==> config.mk <==
export PLATFORM = sky130hd
export DESIGN_NAME = bouncing_ball_physics_step_core_flat
export DESIGN_NICKNAME = d
export VERILOG_FILES = /design/src/hdl/bbps_pkg.sv /design/src/hdl/bbps_if.sv /design/src/hdl/bbps_mul.sv /design/src/hdl/bbps_cfg.sv /design/src/hdl/bouncing_ball_physics_step_core.sv /design/src/flat_wrapper.sv
export SDC_FILE = /design/constraint.sdc
export NUM_CORES = 2
export LEC_CHECK = 0
export BUFFER_PORTS_ARGS = -buffer_cell sky130_fd_sc_hd__buf_2
export CORE_UTILIZATION = 40
export DETAILED_ROUTE_END_ITERATION = 7
export PLACE_DENSITY = 0.65
export SLEW_MARGIN = 20
export SYNTH_ARGS = -nofsm -noshare
export SYNTH_HDL_FRONTEND = slang
export SYNTH_SLANG_ARGS = --single-unit
export TNS_END_PERCENT = 10
==> constraint.sdc <==
create_clock -name i_clk -period 11.1 [get_ports i_clk]
set_input_delay 1.665 -clock i_clk [delete_from_list [all_inputs] [get_ports i_clk]]
set_output_delay 1.665 -clock i_clk [all_outputs]
set_load 0.01 [all_outputs]
==> src/hdl/bbps_pkg.sv <==
// ----------------------------------------------------------------------------
// bbps_pkg
// Shared types, constants and helper functions for the ball physics step.
// ----------------------------------------------------------------------------
package bbps_pkg;

    typedef logic signed [31:0] t_q;

    typedef struct packed {
        logic [24:0] play_speed;
        logic [23:0] world_half_x;
        logic [23:0] world_half_y;
    } t_cfg;

    // Configuration register indexes.
    localparam logic [1:0] CFG_PLAY_SPEED   = 2'd0;
    localparam logic [1:0] CFG_WORLD_HALF_X = 2'd1;
    localparam logic [1:0] CFG_WORLD_HALF_Y = 2'd2;

    localparam logic [24:0] RST_PLAY_SPEED   = 25'd65536;
    localparam logic [23:0] RST_WORLD_HALF_X = 24'd1310720;
    localparam logic [23:0] RST_WORLD_HALF_Y = 24'd655360;

    localparam t_q          Q_ONE      = 32'sd65536;
    localparam t_q          Q_GRAV     = 32'sd642253;
    localparam t_q          Q_DAMP     = 32'sd58982;
    localparam t_q          Q_HALF     = 32'sd32768;
    localparam t_q          Q_MAX      = 32'sh7fffffff;
    localparam t_q          Q_MIN      = 32'sh80000000;
    localparam logic [22:0] MAX_STEP_Q = 23'd3276800;

    localparam t_q RST_VEL_X = 32'sd131072;
    localparam t_q RST_SPIN  = 32'sd1310720;

    // Clamp a wide signed value to the 32-bit range.
    function automatic t_q sat37(input logic signed [36:0] v);
        t_q r;
        if (v > 37'(Q_MAX)) begin
            r = Q_MAX;
        end else if (v < 37'(Q_MIN)) begin
            r = Q_MIN;
        end else begin
            r = v[31:0];
        end
        return r;
    endfunction

    // Negation where the most negative value turns into the largest one.
    function automatic t_q sat_neg(input t_q v);
        t_q r;
        if (v == Q_MIN) begin
            r = Q_MAX;
        end else begin
            r = -v;
        end
        return r;
    endfunction

    // Speeds with a magnitude below one half are treated as rest.
    function automatic t_q small_to_zero(input t_q v);
        t_q r;
        if (v > -Q_HALF && v < Q_HALF) begin
            r = '0;
        end else begin
            r = v;
        end
        return r;
    endfunction

endpackage

==> src/hdl/bbps_if.sv <==
// ----------------------------------------------------------------------------
// bbps interfaces
// Valid/ready channels for requests, results and configuration writes.
// ----------------------------------------------------------------------------
interface bbps_req_if;
    logic        valid;
    logic        ready;
    logic        req_type;
    logic [22:0] time_step;
    logic [2:0]  launch_speed;

    modport source (output valid, req_type, time_step, launch_speed, input ready);
    modport sink   (input valid, req_type, time_step, launch_speed, output ready);
endinterface

interface bbps_res_if;
    logic               valid;
    logic               ready;
    logic signed [31:0] pos_x;
    logic signed [31:0] pos_y;
    logic signed [31:0] pos_z;
    logic signed [31:0] ang_x;
    logic signed [31:0] ang_y;
    logic signed [31:0] ang_z;

    modport source (output valid, pos_x, pos_y, pos_z, ang_x, ang_y, ang_z,
                    input ready);
    modport sink   (input valid, pos_x, pos_y, pos_z, ang_x, ang_y, ang_z,
                    output ready);
endinterface

interface bbps_cfg_if;
    logic        valid;
    logic        ready;
    logic [1:0]  index;
    logic [24:0] data;

    modport source (output valid, index, data, input ready);
    modport sink   (input valid, index, data, output ready);
endinterface

==> src/hdl/bbps_mul.sv <==
// ----------------------------------------------------------------------------
// bbps_mul
// Shared signed 32x32 multiplier with a registered 64-bit product.
// ----------------------------------------------------------------------------
module bbps_mul (
    input  logic               i_clk,
    input  bbps_pkg::t_q       i_a,
    input  bbps_pkg::t_q       i_b,
    output logic signed [63:0] o_p
);

    logic signed [63:0] r_p;

    always_ff @(posedge i_clk) begin
        r_p <= 64'(i_a) * 64'(i_b);
    end

    assign o_p = r_p;

endmodule

==> src/hdl/bbps_cfg.sv <==
// ----------------------------------------------------------------------------
// bbps_cfg
// Configuration register bank; writes are always taken.
// ----------------------------------------------------------------------------
module bbps_cfg (
    input  logic             i_clk,
    input  logic             i_rst_n,
    bbps_cfg_if.sink         i_cfg,
    output bbps_pkg::t_cfg   o_cfg
);

    bbps_pkg::t_cfg r_cfg;

    assign i_cfg.ready = 1'b1;
    assign o_cfg       = r_cfg;

    always_ff @(posedge i_clk) begin
        if (!i_rst_n) begin
            r_cfg.play_speed   <= bbps_pkg::RST_PLAY_SPEED;
            r_cfg.world_half_x <= bbps_pkg::RST_WORLD_HALF_X;
            r_cfg.world_half_y <= bbps_pkg::RST_WORLD_HALF_Y;
        end else if (i_cfg.valid) begin
            case (i_cfg.index)
                bbps_pkg::CFG_PLAY_SPEED:   r_cfg.play_speed   <= i_cfg.data;
                bbps_pkg::CFG_WORLD_HALF_X: r_cfg.world_half_x <= i_cfg.data[23:0];
                bbps_pkg::CFG_WORLD_HALF_Y: r_cfg.world_half_y <= i_cfg.data[23:0];
                default: ;
            endcase
        end
    end

endmodule

==> src/hdl/bouncing_ball_physics_step_core.sv <==
// ----------------------------------------------------------------------------
// bouncing_ball_physics_step_core
// One physics step of a bouncing, spinning ball in signed Q16.16 arithmetic.
// ----------------------------------------------------------------------------
// Usage: a request transaction on i_req is either a time tick (req_type 0,
// carrying time_step) or a restart (req_type 1, carrying launch_speed). Every
// request yields exactly one result transaction on o_res with the position and
// angle of the ball after the request. Configuration transactions on i_cfg are
// always accepted and should only be issued while no request is in flight.
// All products go through one registered 32x32 multiplier under a sequencer,
// so a tick runs the move products, the floor test, the six extra damping
// products when the ball hits the floor, and the wall test. Restarts and
// ignored ticks go straight to the result hand-off. i_req is ready only while
// the sequencer is idle, and it returns to idle on the edge that loads the
// result, so a new request is accepted only once the previous one has been
// handed to the output register.
// The result sits in its own output register: a new request is accepted while
// the previous result waits, and the sequencer holds its finished result only
// when the output register is still occupied by a stalled receiver.
// Reset (synchronous, active low) restores the default registers and places
// the ball at the top-left launch point with a speed of two.
// ----------------------------------------------------------------------------
module bouncing_ball_physics_step_core (
    input  logic        i_clk,
    input  logic        i_rst_n,
    bbps_req_if.sink    i_req,
    bbps_res_if.source  o_res,
    bbps_cfg_if.sink    i_cfg
);

    // Sequencer states.
    localparam logic [2:0] S_IDLE  = 3'd0;
    localparam logic [2:0] S_MOVE  = 3'd1;
    localparam logic [2:0] S_FLOOR = 3'd2;
    localparam logic [2:0] S_DAMP  = 3'd3;
    localparam logic [2:0] S_WALL  = 3'd4;
    localparam logic [2:0] S_DONE  = 3'd5;

    bbps_pkg::t_cfg     cfg;
    bbps_pkg::t_q       mul_a;
    bbps_pkg::t_q       mul_b;
    logic signed [63:0] prod;

    logic [2:0]   r_state, n_state;
    logic [3:0]   r_op, n_op;
    logic [22:0]  r_step, n_step;
    logic [30:0]  r_k, n_k;
    logic         r_hit, n_hit;
    logic         r_out_valid, n_out_valid;

    bbps_pkg::t_q r_pos  [3];
    bbps_pkg::t_q n_pos  [3];
    bbps_pkg::t_q r_ang  [3];
    bbps_pkg::t_q n_ang  [3];
    bbps_pkg::t_q r_vel  [3];
    bbps_pkg::t_q n_vel  [3];
    bbps_pkg::t_q r_spin [3];
    bbps_pkg::t_q n_spin [3];
    bbps_pkg::t_q r_out_pos [3];
    bbps_pkg::t_q n_out_pos [3];
    bbps_pkg::t_q r_out_ang [3];
    bbps_pkg::t_q n_out_ang [3];

    // Geometry derived from the configuration.
    logic signed [32:0] floor_y;
    logic signed [32:0] wall;
    logic signed [32:0] pos_y33;
    logic signed [32:0] pos_x33;
    logic               floor_hit;
    logic               wall_hit;
    bbps_pkg::t_q       start_x;
    bbps_pkg::t_q       start_y;
    bbps_pkg::t_q       launch_vel;
    bbps_pkg::t_q       launch_spin;
    logic signed [36:0] vy_grav;
    bbps_pkg::t_q       delta;

    bbps_cfg u_cfg (
        .i_clk   (i_clk),
        .i_rst_n (i_rst_n),
        .i_cfg   (i_cfg),
        .o_cfg   (cfg)
    );

    bbps_mul u_mul (
        .i_clk (i_clk),
        .i_a   (mul_a),
        .i_b   (mul_b),
        .o_p   (prod)
    );

    assign floor_y   = 33'(bbps_pkg::Q_ONE) - $signed({9'b0, cfg.world_half_y});
    assign wall      = $signed({9'b0, cfg.world_half_x}) - 33'(bbps_pkg::Q_ONE);
    assign pos_y33   = 33'(r_pos[1]);
    assign pos_x33   = 33'(r_pos[0]);
    assign floor_hit = (pos_y33 <= floor_y);
    assign wall_hit  = (pos_x33 >= wall) || (pos_x33 <= -wall);

    assign start_x = bbps_pkg::Q_ONE - $signed({8'b0, cfg.world_half_x});
    assign start_y = $signed({8'b0, cfg.world_half_y}) - bbps_pkg::Q_ONE;

    // Launch speed as Q16.16, and ten times it for the spin (8x plus 2x).
    assign launch_vel  = $signed({13'b0, i_req.launch_speed, 16'b0});
    assign launch_spin = $signed({10'b0, i_req.launch_speed, 19'b0})
                       + $signed({12'b0, i_req.launch_speed, 17'b0});

    // Gravity product is never negative, so its floor is a plain shift.
    assign vy_grav = 37'(r_vel[1]) - $signed({2'b0, prod[50:16]});
    // Floor of a Q16.16 product, kept to 32 bits.
    assign delta   = $signed(prod[47:16]);

    assign i_req.ready = (r_state == S_IDLE);
    assign o_res.valid = r_out_valid;
    assign o_res.pos_x = r_out_pos[0];
    assign o_res.pos_y = r_out_pos[1];
    assign o_res.pos_z = r_out_pos[2];
    assign o_res.ang_x = r_out_ang[0];
    assign o_res.ang_y = r_out_ang[1];
    assign o_res.ang_z = r_out_ang[2];

    always_comb begin
        n_state     = r_state;
        n_op        = r_op;
        n_step      = r_step;
        n_k         = r_k;
        n_hit       = r_hit;
        n_out_valid = r_out_valid;
        n_pos       = r_pos;
        n_ang       = r_ang;
        n_vel       = r_vel;
        n_spin      = r_spin;
        n_out_pos   = r_out_pos;
        n_out_ang   = r_out_ang;
        mul_a       = '0;
        mul_b       = '0;

        if (r_out_valid && o_res.ready) begin
            n_out_valid = 1'b0;
        end

        case (r_state)
            S_IDLE: begin
                if (i_req.valid) begin
                    if (i_req.req_type) begin
                        // Restart keeps the angle and relaunches from the corner.
                        n_pos[0]  = start_x;
                        n_pos[1]  = start_y;
                        n_pos[2]  = '0;
                        n_vel[0]  = launch_vel;
                        n_vel[1]  = '0;
                        n_vel[2]  = '0;
                        n_spin[0] = launch_spin;
                        n_spin[1] = launch_spin;
                        n_spin[2] = launch_spin;
                        n_state   = S_DONE;
                    end else if (i_req.time_step == '0 ||
                                 i_req.time_step > bbps_pkg::MAX_STEP_Q) begin
                        n_state = S_DONE;
                    end else begin
                        n_step  = i_req.time_step;
                        n_op    = '0;
                        n_state = S_MOVE;
                    end
                end
            end

            S_MOVE: begin
                // Issue product r_op while writing back product r_op - 1.
                case (r_op)
                    4'd0: begin
                        mul_a = $signed({9'b0, r_step});
                        mul_b = $signed({7'b0, cfg.play_speed});
                    end
                    4'd1: begin
                        mul_a = bbps_pkg::Q_GRAV;
                        mul_b = $signed({1'b0, prod[46:16]});
                    end
                    4'd2: begin mul_a = r_vel[0];  mul_b = $signed({1'b0, r_k}); end
                    4'd3: begin mul_a = r_vel[1];  mul_b = $signed({1'b0, r_k}); end
                    4'd4: begin mul_a = r_vel[2];  mul_b = $signed({1'b0, r_k}); end
                    4'd5: begin mul_a = r_spin[0]; mul_b = $signed({1'b0, r_k}); end
                    4'd6: begin mul_a = r_spin[1]; mul_b = $signed({1'b0, r_k}); end
                    4'd7: begin mul_a = r_spin[2]; mul_b = $signed({1'b0, r_k}); end
                    default: ;
                endcase

                case (r_op)
                    4'd1: n_k      = prod[46:16];
                    4'd2: n_vel[1] = bbps_pkg::sat37(vy_grav);
                    4'd3: n_pos[0] = r_pos[0] + delta;
                    4'd4: n_pos[1] = r_pos[1] + delta;
                    4'd5: n_pos[2] = r_pos[2] + delta;
                    4'd6: n_ang[0] = r_ang[0] + delta;
                    4'd7: n_ang[1] = r_ang[1] + delta;
                    4'd8: n_ang[2] = r_ang[2] + delta;
                    default: ;
                endcase

                if (r_op == 4'd8) begin
                    n_state = S_FLOOR;
                end else begin
                    n_op = r_op + 4'd1;
                end
            end

            S_FLOOR: begin
                n_hit = floor_hit;
                if (floor_hit) begin
                    n_vel[1] = bbps_pkg::sat_neg(r_vel[1]);
                    n_pos[1] = floor_y[31:0];
                    n_op     = '0;
                    n_state  = S_DAMP;
                end else begin
                    n_state = S_WALL;
                end
            end

            S_DAMP: begin
                // Scale all velocity and spin components by 0.9.
                mul_b = bbps_pkg::Q_DAMP;
                case (r_op)
                    4'd0: mul_a = r_vel[0];
                    4'd1: mul_a = r_vel[1];
                    4'd2: mul_a = r_vel[2];
                    4'd3: mul_a = r_spin[0];
                    4'd4: mul_a = r_spin[1];
                    4'd5: mul_a = r_spin[2];
                    default: ;
                endcase

                case (r_op)
                    4'd1: n_vel[0]  = delta;
                    4'd2: n_vel[1]  = delta;
                    4'd3: n_vel[2]  = delta;
                    4'd4: n_spin[0] = delta;
                    4'd5: n_spin[1] = delta;
                    4'd6: n_spin[2] = delta;
                    default: ;
                endcase

                if (r_op == 4'd6) begin
                    n_state = S_WALL;
                end else begin
                    n_op = r_op + 4'd1;
                end
            end

            S_WALL: begin
                if (r_hit) begin
                    n_vel[1] = bbps_pkg::small_to_zero(r_vel[1]);
                end
                if (wall_hit) begin
                    n_vel[0] = bbps_pkg::small_to_zero(bbps_pkg::sat_neg(r_vel[0]));
                end
                n_state = S_DONE;
            end

            S_DONE: begin
                // Hand the state to the output register once it is free.
                if (!r_out_valid || o_res.ready) begin
                    n_out_pos   = r_pos;
                    n_out_ang   = r_ang;
                    n_out_valid = 1'b1;
                    n_state     = S_IDLE;
                end
            end

            default: begin
                n_state = S_IDLE;
            end
        endcase
    end

    always_ff @(posedge i_clk) begin
        if (!i_rst_n) begin
            r_state     <= S_IDLE;
            r_op        <= '0;
            r_hit       <= 1'b0;
            r_out_valid <= 1'b0;
            r_pos[0]    <= bbps_pkg::Q_ONE - $signed({8'b0, bbps_pkg::RST_WORLD_HALF_X});
            r_pos[1]    <= $signed({8'b0, bbps_pkg::RST_WORLD_HALF_Y}) - bbps_pkg::Q_ONE;
            r_pos[2]    <= '0;
            r_ang[0]    <= '0;
            r_ang[1]    <= '0;
            r_ang[2]    <= '0;
            r_vel[0]    <= bbps_pkg::RST_VEL_X;
            r_vel[1]    <= '0;
            r_vel[2]    <= '0;
            r_spin[0]   <= bbps_pkg::RST_SPIN;
            r_spin[1]   <= bbps_pkg::RST_SPIN;
            r_spin[2]   <= bbps_pkg::RST_SPIN;
        end else begin
            r_state     <= n_state;
            r_op        <= n_op;
            r_hit       <= n_hit;
            r_out_valid <= n_out_valid;
            r_pos       <= n_pos;
            r_ang       <= n_ang;
            r_vel       <= n_vel;
            r_spin      <= n_spin;
        end
    end

    // Payload registers carry no reset.
    always_ff @(posedge i_clk) begin
        r_step    <= n_step;
        r_k       <= n_k;
        r_out_pos <= n_out_pos;
        r_out_ang <= n_out_ang;
    end

endmodule

==> src/flat_wrapper.sv <==
// flat-port wrapper written by rule: the top's interface ports become plain ports
module bouncing_ball_physics_step_core_flat 
  (i_clk, i_rst_n, i_req_valid, i_req_req_type, i_req_time_step, i_req_launch_speed, i_req_ready, o_res_valid, o_res_pos_x, o_res_pos_y, o_res_pos_z, o_res_ang_x, o_res_ang_y, o_res_ang_z, o_res_ready, i_cfg_valid, i_cfg_index, i_cfg_data, i_cfg_ready);
  bbps_req_if i_req_i ();
  bbps_res_if o_res_i ();
  bbps_cfg_if i_cfg_i ();
  input  logic i_clk;
  input  logic i_rst_n;
  input wire logic [$bits(i_req_i.valid)-1:0] i_req_valid;
  input wire logic [$bits(i_req_i.req_type)-1:0] i_req_req_type;
  input wire logic [$bits(i_req_i.time_step)-1:0] i_req_time_step;
  input wire logic [$bits(i_req_i.launch_speed)-1:0] i_req_launch_speed;
  output wire logic [$bits(i_req_i.ready)-1:0] i_req_ready;
  output wire logic [$bits(o_res_i.valid)-1:0] o_res_valid;
  output wire logic [$bits(o_res_i.pos_x)-1:0] o_res_pos_x;
  output wire logic [$bits(o_res_i.pos_y)-1:0] o_res_pos_y;
  output wire logic [$bits(o_res_i.pos_z)-1:0] o_res_pos_z;
  output wire logic [$bits(o_res_i.ang_x)-1:0] o_res_ang_x;
  output wire logic [$bits(o_res_i.ang_y)-1:0] o_res_ang_y;
  output wire logic [$bits(o_res_i.ang_z)-1:0] o_res_ang_z;
  input wire logic [$bits(o_res_i.ready)-1:0] o_res_ready;
  input wire logic [$bits(i_cfg_i.valid)-1:0] i_cfg_valid;
  input wire logic [$bits(i_cfg_i.index)-1:0] i_cfg_index;
  input wire logic [$bits(i_cfg_i.data)-1:0] i_cfg_data;
  output wire logic [$bits(i_cfg_i.ready)-1:0] i_cfg_ready;
  assign i_req_i.valid = i_req_valid;
  assign i_req_i.req_type = i_req_req_type;
  assign i_req_i.time_step = i_req_time_step;
  assign i_req_i.launch_speed = i_req_launch_speed;
  assign i_req_ready = i_req_i.ready;
  assign o_res_valid = o_res_i.valid;
  assign o_res_pos_x = o_res_i.pos_x;
  assign o_res_pos_y = o_res_i.pos_y;
  assign o_res_pos_z = o_res_i.pos_z;
  assign o_res_ang_x = o_res_i.ang_x;
  assign o_res_ang_y = o_res_i.ang_y;
  assign o_res_ang_z = o_res_i.ang_z;
  assign o_res_i.ready = o_res_ready;
  assign i_cfg_i.valid = i_cfg_valid;
  assign i_cfg_i.index = i_cfg_index;
  assign i_cfg_i.data = i_cfg_data;
  assign i_cfg_ready = i_cfg_i.ready;
  bouncing_ball_physics_step_core u_core (.i_clk(i_clk), .i_rst_n(i_rst_n), .i_req(i_req_i), .o_res(o_res_i), .i_cfg(i_cfg_i));
endmodule
==> impl_metrics.py <==
metrics = {
    "grt": {
        "grt_max_degree": 202,
        "track_usage": 0.295,
        "grt_pass1_vias": 63000,
        "grt_pass1_wl_um": 408000,
        "grt-ovfl-total": 0,
        "antenna_found_initial": 20,
    },
    "run_status": {
        "status": "finished, violations left",
        "violations": "DRC",
    },
    "worst_hold_path": {
        "min_path_type": "reg -> reg",
        "min_path_cells": 2,
    },
    "route": {
        "viasPerCell": 5.77,
        "wl_met2_um": 123000,
        "vias": 64900,
        "met3RoutedLength_um": 26500,
        "drc": 49,
        "antenna_left": 0,
        "post_drt_wl_per_cell_um": 24.7,
        "wl_met1_um": 108000,
        "drt_iter0_drc": 6857,
        "top_layer": "met4",
        "firstDrtPassIters": 8,
        "drt-total-wl_um": 278000,
    },
    "place": {
        "portBuffers": 252,
        "post_dp_cell_area_um2": 78300,
        "placed_cells": 11100,
        "dp.final_hpwl_um": 211000,
        "gp_congestion": 1.01,
    },
    "clock_network": {
        "cts_tree": "built",
        "numClockSinks": 747,
        "cts_hold_buf": 0,
        "numCtsBuffers": 84,
        "clock_latency_ns": 0.73,
        "clockRootBuffer": "clkbuf_16",
        "clk_path_buf_depth": 3,
        "htree_levels": 3,
        "clk_pin_slew_ns": 0.06,
    },
    "yosys": {
        "synth.cell_area_um2": 73700,
        "async_flop_share": 0,
        "yosysTopAreaCell": "fa_1",
        "synthCells": 8588,
        "syn_nets": 10000,
        "ys_types": 96,
        "ys_top_cells_by_area": "fa_1 24%, dfxtp_1 14%, edfxtp_1 10%",
        "ys.flop_type": "dfxtp_1",
        "ys_ff_latch": 747,
        "synth_edf_count": 246,
        "synth.avg_cell_area_um2": 8.58,
        "synth_seq_area_share": 0.236,
        "ys_warn_count": 0,
        "synth_top_area_share": 0.240,
    },
    "die": {
        "fp-row-count": 157,
        "die_h_um": 431,
        "dieArea_um2": 186000,
        "die_w_um": 431,
        "coreArea_um2": 183000,
        "io_pins": 254,
        "initial_utilization": 0.403,
    },
    "finish": {
        "nets": 10100,
        "final_common_cell": "nor2_1",
        "drive_above_1_share": 0.0835,
        "stdcell_count": 11200,
        "final_design_area_no_fill_um2": 81300,
        "final_util": 0.444,
        "syn2layout_area_growth_pct": 10.4,
        "final_cell_mix": "1,133 x nor2_1, 1,099 x inv_1, 929 x nand2_1",
    },
    "sta": {
        "setup-violations-final": 0,
        "finalHoldViolCount": 0,
        "slew_headroom": 0.218,
        "period_share": 0.961,
        "rsz0062_at_grt": "false",
        "fmax_mhz": 93.7,
        "skew_ns": 0.0581,
        "setup_tns_ns": 0,
        "final-max-slew-violation-count": 0,
        "layout_min_cycle_time_ns": 10.67,
        "hold_slack_ns": 0.467,
        "worst_pin_slew_ns": 1.17,
    },
    "power_and_ir_drop": {
        "clkPwrFrac": 0.262,
        "p_int_mw": 6.45,
        "p_per_area_nw_per_um2": 142,
        "p_seq_frac": 0.289,
        "p_switching_mw": 5.11,
        "pwr-share-comb": 0.449,
        "p_leak_nw": 36.0,
        "vdd_ir_drop_max_mv": 0.155,
        "switching_share": 0.442,
    },
    "critical_path": {
        "worstPathRequired_ns": 11.69,
        "worst_ep_arrival_time_ns": 11.25,
        "critPathSlowestCell": "and2_1",
        "critPathKind": "reg -> reg",
        "critPathLaunchType": "flip-flop",
        "worst_setup_path_end_kind": "flip-flop",
        "slowest_delay_ns": 0.74,
        "path_max_fanout": 14,
        "path_common_cell": "fa_1",
        "reg2reg_depth": 33,
    },
    "flow_run": {
        "maxCapViolCount": 0,
    },
}
==> routing by layer <==
layer | vias up | global-route usage
met5 | - | 0
met4 | 0 | 0.180
met3 | 750 | 0.0623
met2 | 3415 | 0.458
met1 | 32000 | 0.375
li1 | 28700 | -
==> what timing repair did <==
action,4_1_cts,5_1_grt
resized for setup,0,5
endpoints found under the hold margin,0,0
setup endpoints to repair,0,11
buffers inserted,0,0
==> Yosys cell counts (all sizes together) (185+ instances only) <==
cell	number
a21oi	630
a22oi	185
clkbuf	416
dfxtp	501
edfxtp	246
fa	884
ha	493
inv	1101
nand2	930
nor2	1152
o21ai	318
xnor2	240
==> final cells by class <==
class,count,area [µm²]
clock inverters,41,611
flip-flops and latches,747,17400
multi-input cells,6270,50600
clock buffers,116,2350
diodes,23,57.6
inverters,1103,4150
fillers,17900,102000
repair buffers,481,3050
well taps,2464,3080
==> through the flow <==
step	power, mW	setup WS (ns)
floorplan	6.46	1.25
global placement	8.31	0.717
detailed placement	8.40	0.596
CTS	11.4	0.541
global route	12.0	0.0852
finish	11.6	0.432
==> registers in the layout, summed over array words and instances (netlist names), 35 cells and up <==
signal and flops:
u_core.r_spin 96, u_core.r_ang 96, u_core.u_cfg.o_cfg 73, u_core.u_mul.o_p 35, u_core.r_vel 96
==> power by group through the flow <==
stage	Clock (mW)	Sequential [mW]	Combinational, mW
CTS	3.06	3.33	5.04
detailed placement	0	3.39	5.01
floorplan	0	3.37	3.08
global route	3.16	3.35	5.50
global placement	0	3.39	4.92
finish	3.03	3.35	5.19
==> logic make-up (layout without fill, tap and decap cells) <==
logic type,Yosys count,count (layout),synth area share
compound gates,1780,1780,0.153
other cells,1,24,0.0000509
flops,747,747,0.236
xor+xnor,347,347,0.0412
simple gates,2725,2725,0.160
fa+ha+maj,1377,1377,0.324
buf+inv,1571,1741,0.0805
mux,40,40,0.00550
==> worst paths after layout <==
kind	startpoint	end	slack, ns
max	u_core.r_op[0]	u_core.u_mul.o_p[49]	0.43
min	u_core.u_cfg.o_cfg[34]	u_core.u_cfg.o_cfg[34]	0.47
max reg2reg	u_core.r_op[0]	u_core.u_mul.o_p[49]	0.43
min reg2reg	u_core.u_cfg.o_cfg[34]	u_core.u_cfg.o_cfg[34]	0.47
==> worst max-delay path: cells and delay by family (launching register included) <==
kind | cells | cell delay (ns)
xor+xnor | 1 | 0.14
simple gates | 4 | 1.26
fa+ha+maj | 10 | 4.91
buf+inv | 6 | 1.02
flops | 1 | 0.45
compound gates | 12 | 2.67
(Power assumes the default switching activity.)
